$ cat config.mk
export PLATFORM = sky130hd
export DESIGN_NAME = aasr_ctrl
export DESIGN_NICKNAME = d
export VERILOG_FILES = /design/src/hdl/aasr_pkg.sv /design/src/hdl/aasr_ctrl.sv
export SDC_FILE = /design/constraint.sdc
export NUM_CORES = 1
export LEC_CHECK = 0
export ABC_AREA = 1
export BUFFER_PORTS_ARGS = -buffer_cell sky130_fd_sc_hd__buf_2
export CAP_MARGIN = 20
export CORE_ASPECT_RATIO = 0.7
export CORE_MARGIN = 2
export CORE_UTILIZATION = 45
export DETAILED_ROUTE_END_ITERATION = 10
export PLACE_DENSITY = 0.63
export SYNTH_ARGS = -nofsm -noshare
export SYNTH_HDL_FRONTEND = slang
export SYNTH_SLANG_ARGS = --single-unit
$ cat constraint.sdc
create_clock -name i_clk -period 4 [get_ports i_clk]
set_clock_uncertainty 0.1 [all_clocks]
set_input_delay 0.8 -clock i_clk [delete_from_list [all_inputs] [get_ports i_clk]]
set_output_delay 0.8 -clock i_clk [all_outputs]
set_load 0.01 [all_outputs]
$ cat src/hdl/aasr_pkg.sv
// Shared package for the strided axis sum reduction block.
// Holds field widths, register indexes and the control structs used by
// every module; no dependencies.
package aasr_pkg;

    localparam int DATA_W        = 32;   // Q16.16 input element parts
    localparam int ACC_W         = 48;   // Q32.16 sums
    localparam int STRIDE_W      = 11;   // inner_stride register
    localparam int LEN_W         = 16;   // axis_length register
    localparam int CFG_IDX_W     = 2;
    localparam int CFG_DATA_W    = 16;
    localparam int MAX_INNER_DEF = 1024;

    typedef enum logic [CFG_IDX_W-1:0] {
        REG_INNER_STRIDE = 2'd0,
        REG_AXIS_LENGTH  = 2'd1
    } t_cfg_reg;

    // Role of one element within its block, decided when it is accepted.
    typedef struct packed {
        logic first;   // first slice: loads the accumulator
        logic last;    // last slice: the sum leaves the block
    } t_slot_flags;

    // Stage after acceptance, shared by both lanes.
    typedef struct packed {
        logic first;
        logic last;
        logic use_fwd; // previous write hit the address just read
    } t_s1_ctl;

    // Per-cycle commands to an accumulator lane.
    typedef struct packed {
        logic rd_en;   // an element is accepted: read its accumulator
        logic wr_en;   // the stage-one element stores its partial sum
        logic first;
        logic use_fwd;
    } t_lane_ctl;

endpackage

$ cat src/hdl/aasr_ctrl.sv
// Configuration registers and position counters of the reduction block.
// Depends on aasr_pkg.
module aasr_ctrl import aasr_pkg::*; #(
    parameter int MAX_INNER = MAX_INNER_DEF
) (
    input  logic                  i_clk,
    input  logic                  i_rst_n,
    input  logic                  i_cfg_we,
    input  logic [CFG_IDX_W-1:0]  i_cfg_idx,
    input  logic [CFG_DATA_W-1:0] i_cfg_data,
    input  logic                  i_accept,
    output logic [((MAX_INNER > 1) ? $clog2(MAX_INNER) : 1)-1:0] o_pos,
    output t_slot_flags           o_flags
);

    localparam int AW = (MAX_INNER > 1) ? $clog2(MAX_INNER) : 1;
    localparam int CW = ((AW > STRIDE_W) ? AW : STRIDE_W) + 1;

    logic [STRIDE_W-1:0] r_stride, n_stride;
    logic [LEN_W-1:0]    r_length, n_length;
    logic [AW-1:0]       r_inner, n_inner;
    logic [LEN_W-1:0]    r_slice, n_slice;
    logic [STRIDE_W-1:0] cfg_stride;
    logic [LEN_W-1:0]    cfg_length;
    logic                row_end;
    logic                last_slice;

    // Stored values are already the effective ones: zero and oversize clamped.
    assign cfg_stride = i_cfg_data[STRIDE_W-1:0];
    assign cfg_length = i_cfg_data[LEN_W-1:0];

    assign row_end    = (CW'(r_inner) + CW'(1)) >= CW'(r_stride);
    assign last_slice = ((LEN_W+1)'(r_slice) + (LEN_W+1)'(1)) >= (LEN_W+1)'(r_length);

    always_comb begin
        n_stride = r_stride;
        n_length = r_length;
        n_inner  = r_inner;
        n_slice  = r_slice;
        if (i_cfg_we) begin
            case (t_cfg_reg'(i_cfg_idx))
                REG_INNER_STRIDE: begin
                    if (cfg_stride == '0) begin
                        n_stride = STRIDE_W'(1);
                    end else if (32'(cfg_stride) > MAX_INNER) begin
                        n_stride = STRIDE_W'(MAX_INNER);
                    end else begin
                        n_stride = cfg_stride;
                    end
                    n_inner = '0;
                    n_slice = '0;
                end
                REG_AXIS_LENGTH: begin
                    n_length = (cfg_length == '0) ? LEN_W'(1) : cfg_length;
                    n_inner  = '0;
                    n_slice  = '0;
                end
                default: begin
                end
            endcase
        end else if (i_accept) begin
            if (row_end) begin
                n_inner = '0;
                n_slice = last_slice ? '0 : r_slice + LEN_W'(1);
            end else begin
                n_inner = r_inner + AW'(1);
            end
        end
    end

    always_ff @(posedge i_clk) begin
        if (!i_rst_n) begin
            r_stride <= STRIDE_W'(1);
            r_length <= LEN_W'(1);
            r_inner  <= '0;
            r_slice  <= '0;
        end else begin
            r_stride <= n_stride;
            r_length <= n_length;
            r_inner  <= n_inner;
            r_slice  <= n_slice;
        end
    end

    assign o_pos         = r_inner;
    assign o_flags.first = (r_slice == '0);
    assign o_flags.last  = last_slice;

endmodule

# [Word-level counts from Yosys, hierarchy flattened]
# Index checks and enable logic that the tools add are counted.
[classes] reduce_logical=11 bitwise_logic=0 n_mux=12 eq_ne=2 n_addsub=4 order_cmp=3 shifts=0 n_mul=0 n_div=0
[ops] op="$mux W16" count=6
[ops] op="$mux W10" count=4
[ops] op="$logic_not A16 Y1" count=2
[ops] op="$mux W11" count=2
[ops] op="$add A16 B1 Y17 const B" count=1
[ops] op="$ge A17 B16 Y1" count=1
[ops] op="$add A16 B1 Y16 const B" count=1
[ops] op="$add A10 B1 Y11 const B" count=1
[ops] op="$ge A11 B11 Y1" count=1
[ops] op="$gt A11 B11 Y1 const B" count=1
[ops] op="$logic_not A11 Y1" count=1
[ops] op="$add A10 B1 Y10 const B" count=1
[ops] op="$reduce_and A2 Y1" count=3
[ops] op="$reduce_bool A2 Y1" count=2
[ops] op="$reduce_and A3 Y1" count=1
[ops] op="$eq A2 B1 Y1 const B" count=1
[ops] op="$logic_not A2 Y1" count=1
[ops] op="$ne A2 B2 Y1 const B" count=1
[ops] op="$reduce_or A2 Y1" count=1
[word_totals] latchBits=0 mem_count=0 rom_bits=0 elab_cells=36 ram_bits=0 reg_bits=53

# [Longest topological paths before layout]
# Gate-level depths: netlist of run 1.
[logic_depth] depth_word=6 depth_mapped=20

# [Worst setup path before layout of run 1]
# No wires, ideal clock.
[synth_timing] path_type="register -> output" startpoint="register r_slice[0]" endpoint="output port o_flags[0] (netlist bit)" path_slack_ns=0.730 required_time_ns=3.100 stages_incl_launch_ff=18 path_buffers=2 arrival_time_ns=2.370 path_cell_list="dfxtp_1 ha_1 nand3_2 nor2_4 nand2_2 nor2_1 nand2_1 and2_1 ha_1 nand2_1 nor2_1 and2_0 nand2_1 nand3_2 nor2_2 nand2_4 buf_12 buf_4"
[synth_between] elab_chain_cells=2
[synth_lines] element="start: declaration" line_no="aasr_ctrl.sv:22" text="logic [LEN_W-1:0] r_slice, n_slice;"
[synth_lines] element="start signal: assignment" line_no="aasr_ctrl.sv:81" text="r_slice <= n_slice;"
[synth_lines] element="$add A16 B1 Y17" line_no="aasr_ctrl.sv:33" text="assign last_slice = ((LEN_W+1)'(r_slice) + (LEN_W+1)'(1)) >= (LEN_W+1)'(r_length);"
[synth_lines] element="$ge A17 B16 Y1" line_no="aasr_ctrl.sv:33"
[synth_lines] element="end: declaration" line_no="aasr_ctrl.sv:13" text="output t_slot_flags o_flags"
# No other way between the ends.

==> metrics.md, run 1 <==
| Metric | Value |
|---|---|
| Status | completed |
| Post-synthesis instance area | approximately 0.0036 mm2 |
| Max FO, Critical Path | 17 |
| Combinational group share of total power | between 20% and 30% |
| PD cells | between 300 and 400 mW/mm2 |
| Peak VDD IR | just over 0.0002 V |
| Max-slew violations | 0 |
| H-tree Lvls | 2 |
| Hold buffers post-CTS | 0 |
| DRT Wirelength | 9130 um |
| Fmax | 263 MHz |
| DIE AREA | between 0.008 and 0.009 mm2 |
| Chip width | approximately 110 um |
| DRT iter0 DRCs | roughly 240 |
| Die H | just under 80 um |
| Reg power frac | a little over two fifths |
| Sw Share | about a third |
| Worst-path clk slew | approximately 80 ps |
| Largest net degree at the start of global routing | 33 |
| Req. time, crit path | between 3000 and 4000 ps |
| GRT Util Overall | about a fifth |
| Tmin final | 3810 ps |
| Sw Pwr | between 400 and 500 uW |
| Most common cell after layout, fill and taps aside | nand2_1 |
| Syn Nets | approximately 610 |
| WL/cell | about 13 um |
| # placed instances | around 670 |
| Crit. End Element | output port |
| Internal cell power | 915 uW |
| Longest Clk Path Bufs | 2 |
| Post-synthesis sequential area ratio | 29.2% |
| Yosys warning count | 0 |
| Vias in the first global route | 3089 |
| # setup viols final | 0 |
| Max-cap viol count | 0 |
| Flops & latches, synth | 53 |
| Fin nets | approximately 630 |
| Critical Path AT | between 2000 and 3000 ps |
| CTS tree | yes |
| Area after DPL | about 0.0038 mm2 |
| Final GP Congestion | around 0.90 |
| Global-route wire length before repair | 15000 um |
| Final setup TNS | 0 ps |
| Antenna-violating nets left | 0 |
| CP Launch Type | register |
| Starting Density | 46.4% |
| Gr ovfl total | 0 |
| P_leak | 0.00191 uW |
| Residual DRC | 0 |
| Mapped Cells | 555 |
| Setup CP Type | reg -> out |
| # fillers | 783 |
| Worst min path class | reg -> reg |
| Period utilisation layout | 95.2% |
| Fin cells | 683 |
| Core Area | between 0.007 and 0.008 mm2 |
| Fin. Hold Viols | 0 |
| Initial antenna violation count | 0 |
| TritonRoute pass-1 iters | 5 |
| Layout cell share with drive strength beyond 1 | between 10% and 20% |
| RSZ-0062 raised after global routing | false |
| Area Growth Syn to Fin | 9.98% |
| Distinct cell type count after synthesis | 36 |
| Clock Root Buffer | clkbuf_16 |
| Port Buffers | 33 |
| Cts bufs inserted | 5 |
| Worst Max-Slew Pin Slew | 794 ps |
| DP HPWL | between 6000 and 7000 um |
| Slew margin rel. | between 40% and 50% |
| Syn Area/Cell | about 6.6 um2 |
| Routed vias | about 3.5k |
| Clk pwr share | approximately a third |
| Total chip power | 1390 uW |
| Rows | 27 |
| Commonest non-fill, non-tap cells in the layout | 132 x nand2_1, 76 x inv_1, 72 x nor2_1 |
| TritonCTS Sinks | 53 |
| Vias/cell | between 5 and 6 |
| Clk_lat worst skew | about 300 ps |
| Top-Level Pins | 34 |
| Ant. Diodes | 0 |
| Final instance area | between 0.003 and 0.004 mm2 |
| Finished Core Util | between 50% and 60% |
==> area by class of cell <==
type                            instances  area [um2]  share of cell area, %
Multi-Input combinational cell        397        2140                   53.6
Sequential cell                        53        1060                   26.6
Inverter                               88         330                   8.26
Timing Repair Buffer                   36         188                   4.69
Tap cell                              101         126                   3.16
Clock buffer                            5         125                   3.13
Clock inverter                          3        25.0                  0.626
==> per-stage QoR <==
stage / hold slack, ps / setup WS (ps)
final: 369 / 192
after global routing: 398 / 8.53
after CTS: 370 / 146
after detailed placement: 357 / 517
after global placement: 355 / 625
after floorplan: 335 / 730
==> repair_timing <==
action | in CTS | in global routing
hold endpoints to repair | 0 | 0
resized for setup | 0 | 1
buffers inserted | 0 | 2
setup endpoints to repair | 0 | 1
==> power groups by stage <==
stage	Combinational (uW)	Sequential (uW)	Clock, uW
after global routing	406	585	484
after CTS	354	580	464
after detailed placement	352	592	0
final	357	582	456
after global placement	347	592	0
after floorplan	299	585	0
==> critical path, cell delays in order (launching register included) <==
cell	delay, ps
dfxtp_1	400
ha_1	250
nand3_2	140
nor2_4	190
nand2_2	100
nor2_1	100
nand2_1	70
and2_1	160
ha_1	280
nand2_1	90
nor2_1	50
and2_0	150
nand2_1	80
nand3_2	60
nor2_2	130
nand2_4	180
buf_2	190
==> worst paths after layout <==
| path | startpoint | endpoint | slack (ps) | cells after the start |
|---|---|---|---|---|
| max | r_slice[1] | o_flags[0] | 190 | 16 |
| min | r_stride[4] | r_stride[4] | 370 | 2 |
| max reg2reg | o_pos[0] | r_slice[0] | 870 | 17 |
| min reg2reg | r_stride[4] | r_stride[4] | 370 | 2 |
==> kinds of logic (layout without fill, tap and decap cells) <==
family	count (synthesis)	after routing	synth area share (%)
buffers and inverters	105	132	11.9
flip-flops	53	53	29.2
XOR/XNOR	14	14	3.37
AND/OR/NAND/NOR	282	282	34.3
adder cells (fa/ha/maj)	30	30	10.3
AO/OA/AOI/OAI	71	71	10.9
==> synth_stat cells <==
cell,count,area [um2]
nand2_1,132,495
inv_1,76,285
nor2_1,72,270
dfxtp_1,53,1060
a21oi_1,39,195
ha_1,30,375
nand3_1,23,115
nand4_1,20,125
nor2_2,13,81.3
o21ai_0,13,65.1
xor2_1,13,114
inv_2,12,45.0
clkbuf_1,10,37.5
and2_1,5,31.3
o21ai_1,5,25.0
a211oi_1,4,30.0
nand2_2,4,25.0
nand3_2,3,30.0
nor3_1,3,15.0
a21oi_2,2,17.5
a22oi_1,2,15.0
buf_1,2,7.51
buf_4,2,15.0
buf_6,2,22.5
nor2_4,2,22.5
nor4_1,2,12.5
o21bai_1,2,15.0
a21o_1,1,7.51
a31oi_1,1,6.26
and2_0,1,6.26
buf_12,1,20.0
nand2_4,1,11.3
o211ai_1,1,7.51
o31ai_2,1,12.5
or2_1,1,6.26
xnor2_1,1,8.76
==> state kept, by name, summed over array words and instances, names as in the netlist <==
name      cells
r_stride     11
o_pos        10
r_slice      16
r_length     16
==> layer usage <==
layer	track usage, %	wire (um)	vias to the layer above
met3	4.05	628	9
met1	32.5	4850	1566
met5	0	0	-
met4	3.58	59	0
met2	30.4	3590	121
li1	-	-	1816
(Power assumes the default switching activity.)
==> run 2, diff against run 1 <==
- CELL_PAD_IN_SITES_DETAIL_PLACEMENT: not set -> 0
- CELL_PAD_IN_SITES_GLOBAL_PLACEMENT: not set -> 2
- CORE_UTILIZATION: 45 -> 33
- PLACE_DENSITY: 0.63 -> 0.8
==> metrics.md, run 2 (synthesis results as in run 1) <==
| Metric | Value |
|---|---|
| Clk_lat worst skew | approximately 300 ps |
| Peak VDD IR | between 0.00015 and 0.0002 V |
| Reg power frac | about two fifths |
| Hold_ws | 368 ps |
| Req. time, crit path | 3100 ps |
| # setup viols final | 0 |
| Longest Clk Path Bufs | 2 |
| Vias/cell | 4.63 |
| TritonRoute pass-1 iters | 4 |
| Rows | 32 |
| WHS Endpoint | r_length[10] |
| Fin nets | ~640 |
| DRT Wirelength | just under 10000 um |
| DIE AREA | 0.0119 mm2 |
| R2R depth | 15 |
| RSZ-0062 raised after global routing | false |
| DRT iter0 DRCs | between 200 and 250 |
| Core Area | 0.0109 mm2 |
| Setup CP Type | reg -> out |
| Fin. Hold Viols | 0 |
| Commonest non-fill, non-tap cells in the layout | 132 x nand2_1, 76 x inv_1, 72 x nor2_1 |
| Min-delay src | r_length[10] |
| Combinational group share of total power | between 20% and 30% |
| Clock Root Buffer | clkbuf_16 |
| Sw Share | 32.9% |
| Worst Max-Slew Pin Slew | ~800 ps |
| Port Buffers | 33 |
| CP Launch Type | register |
| Max-cap viol count | 0 |
| Ant. Diodes | 0 |
| Residual DRC | 0 |
| Critical path's most frequent cell | nand2_1 |
| TritonCTS Sinks | 53 |
| Crit Reg-Reg Endpoint | r_slice[14] |
| # fillers | 1214 |
| Fmax | approximately 270 MHz |
| CP max stage cell | dfxtp_1 |
| PD cells | between 300 and 400 mW/mm2 |
| Period utilisation layout | 91.8% |
| GRT Util Overall | a little under a fifth |
| Status | completed |
| Largest net degree at the start of global routing | 33 |
| Starting Density | 33.4% |
| Cts bufs inserted | 5 |
| Initial antenna violation count | 0 |
| Crit path cell chain | ha_1, nand3_2, nor2_4, nand2_2, nor2_1, nand2_1, and2_1, ha_1, nand2_1, nor2_1, and2_0, nand2_1, nand3_2, nor2_2, nand2_4, buf_2 |
| H-tree Lvls | 2 |
| Total chip power | approximately 1500 uW |
| Post_cts resized | 0 |
| Crit. End Element | output port |
| Final GP Congestion | between 0.8 and 0.9 |
| Critical Path AT | roughly 2800 ps |
| Most common cell after layout, fill and taps aside | nand2_1 |
| Area Growth Syn to Fin | 13.2% |
| CTS tree | yes |
| Max FO, Critical Path | 9 |
| Vias in the first global route | approximately 3.3k |
| Clk pwr share | about a third |
| Global-route wire length before repair | ~17000 um |
| R2R Setup Slk | approximately 830 ps |
| Layout cell share with drive strength beyond 1 | between 10% and 20% |
| Biggest regs | r_length x16, r_slice x16, r_stride x11 |
| WL/cell | between 10 and 15 um |
| Reg2Reg Launch Point | o_pos[0] |
| Final setup TNS | 0 ps |
| Tmin final | about 3700 ps |
| Slew margin rel. | a little under half |
| Worst min path class | reg -> reg |
| Chip width | approximately 130 um |
| Internal cell power | slightly below 1000 uW |
| Gr ovfl total | 0 |
| Sw Pwr | a little under 500 uW |
| Top-Level Pins | 34 |
| Number of cells on the worst hold path | 2 |
| Die H | a little over 90 um |
| CP max stage delay | 400 ps |
| Antenna-violating nets left | 0 |
| Worst-path clk slew | around 70 ps |
| P_leak | 0.00194 uW |
| Routed vias | between 3k and 4k |
| Max-slew violations | 0 |
| DP HPWL | roughly 7400 um |
## run 2: cell types whose count changed in the layout (fill, tap and decap cells not counted), sizes merged
cell / change
clkinv: +1
clkbuf: +2
inv: -2
buf: +6
clkinvlp: -1
## run 2: layer usage
layer  GRT usage [%]  vias up  wire, um
met4            4.66        0       159
met3            3.97       14       497
met1            28.5     1522      5650
met2            24.3       78      3570
met5               0        -         0
li1                -     1820         -
## run 2: how the worst max path moves through the flow
stage                          start    endpoint  slack (ps)  cells after the start
after global placement    r_slice[0]  o_flags[0]         580                     16
final                     r_slice[0]  o_flags[0]         330                     16
after CTS                 r_slice[0]  o_flags[0]         160                     16
after detailed placement  r_slice[0]  o_flags[0]         510                     16
after floorplan           r_slice[0]  o_flags[0]         730                     17
after global routing      r_slice[0]  o_flags[0]         100                     16
## run 2: power groups by stage
stage	registers, uW	clock network (uW)	logic, uW
finish	580	475	415
global route	584	512	480
CTS	580	489	365
detailed placement	593	0	362
global placement	592	0	361
floorplan	585	0	299
## run 2: through the flow
step           instance area, um2  util (%)  setup slack, ps  instances
3_3_place_gp                 3900      35.8              575        725
6_report                     4120      37.8              329        741
2_1_floorplan                3640         -              730        555
5_1_grt                      4120      37.8             95.3        741
3_5_place_dp                 3900      35.8              507        725
4_1_cts                      4060      37.2              156        733
## run 2: critical path, delay by kind of cell, from the launching register on
| family | cells | cell delay [ps] |
|---|---|---|
| buffers and inverters | 1 | 150 |
| adders and majority gates | 2 | 530 |
| DFF | 1 | 400 |
| and+or+nand+nor | 13 | 1380 |
## run 2: layout make-up
| class | instances | area (um2) | area share [%] |
|---|---|---|---|
| Multi-Input combinational cell | 397 | 2140 | 52.1 |
| Sequential cell | 53 | 1060 | 25.8 |
| Inverter | 88 | 330 | 8.03 |
| Timing Repair Buffer | 42 | 233 | 5.66 |
| Tap cell | 153 | 191 | 4.65 |
| Clock buffer | 7 | 153 | 3.71 |
| Clock inverter | 1 | 5.00 | 0.122 |
## run 2: timing repair
item | CTS | global route
hold buffers | 0 | 0
setup endpoints to repair | 0 | 1
buffers inserted | 0 | 8
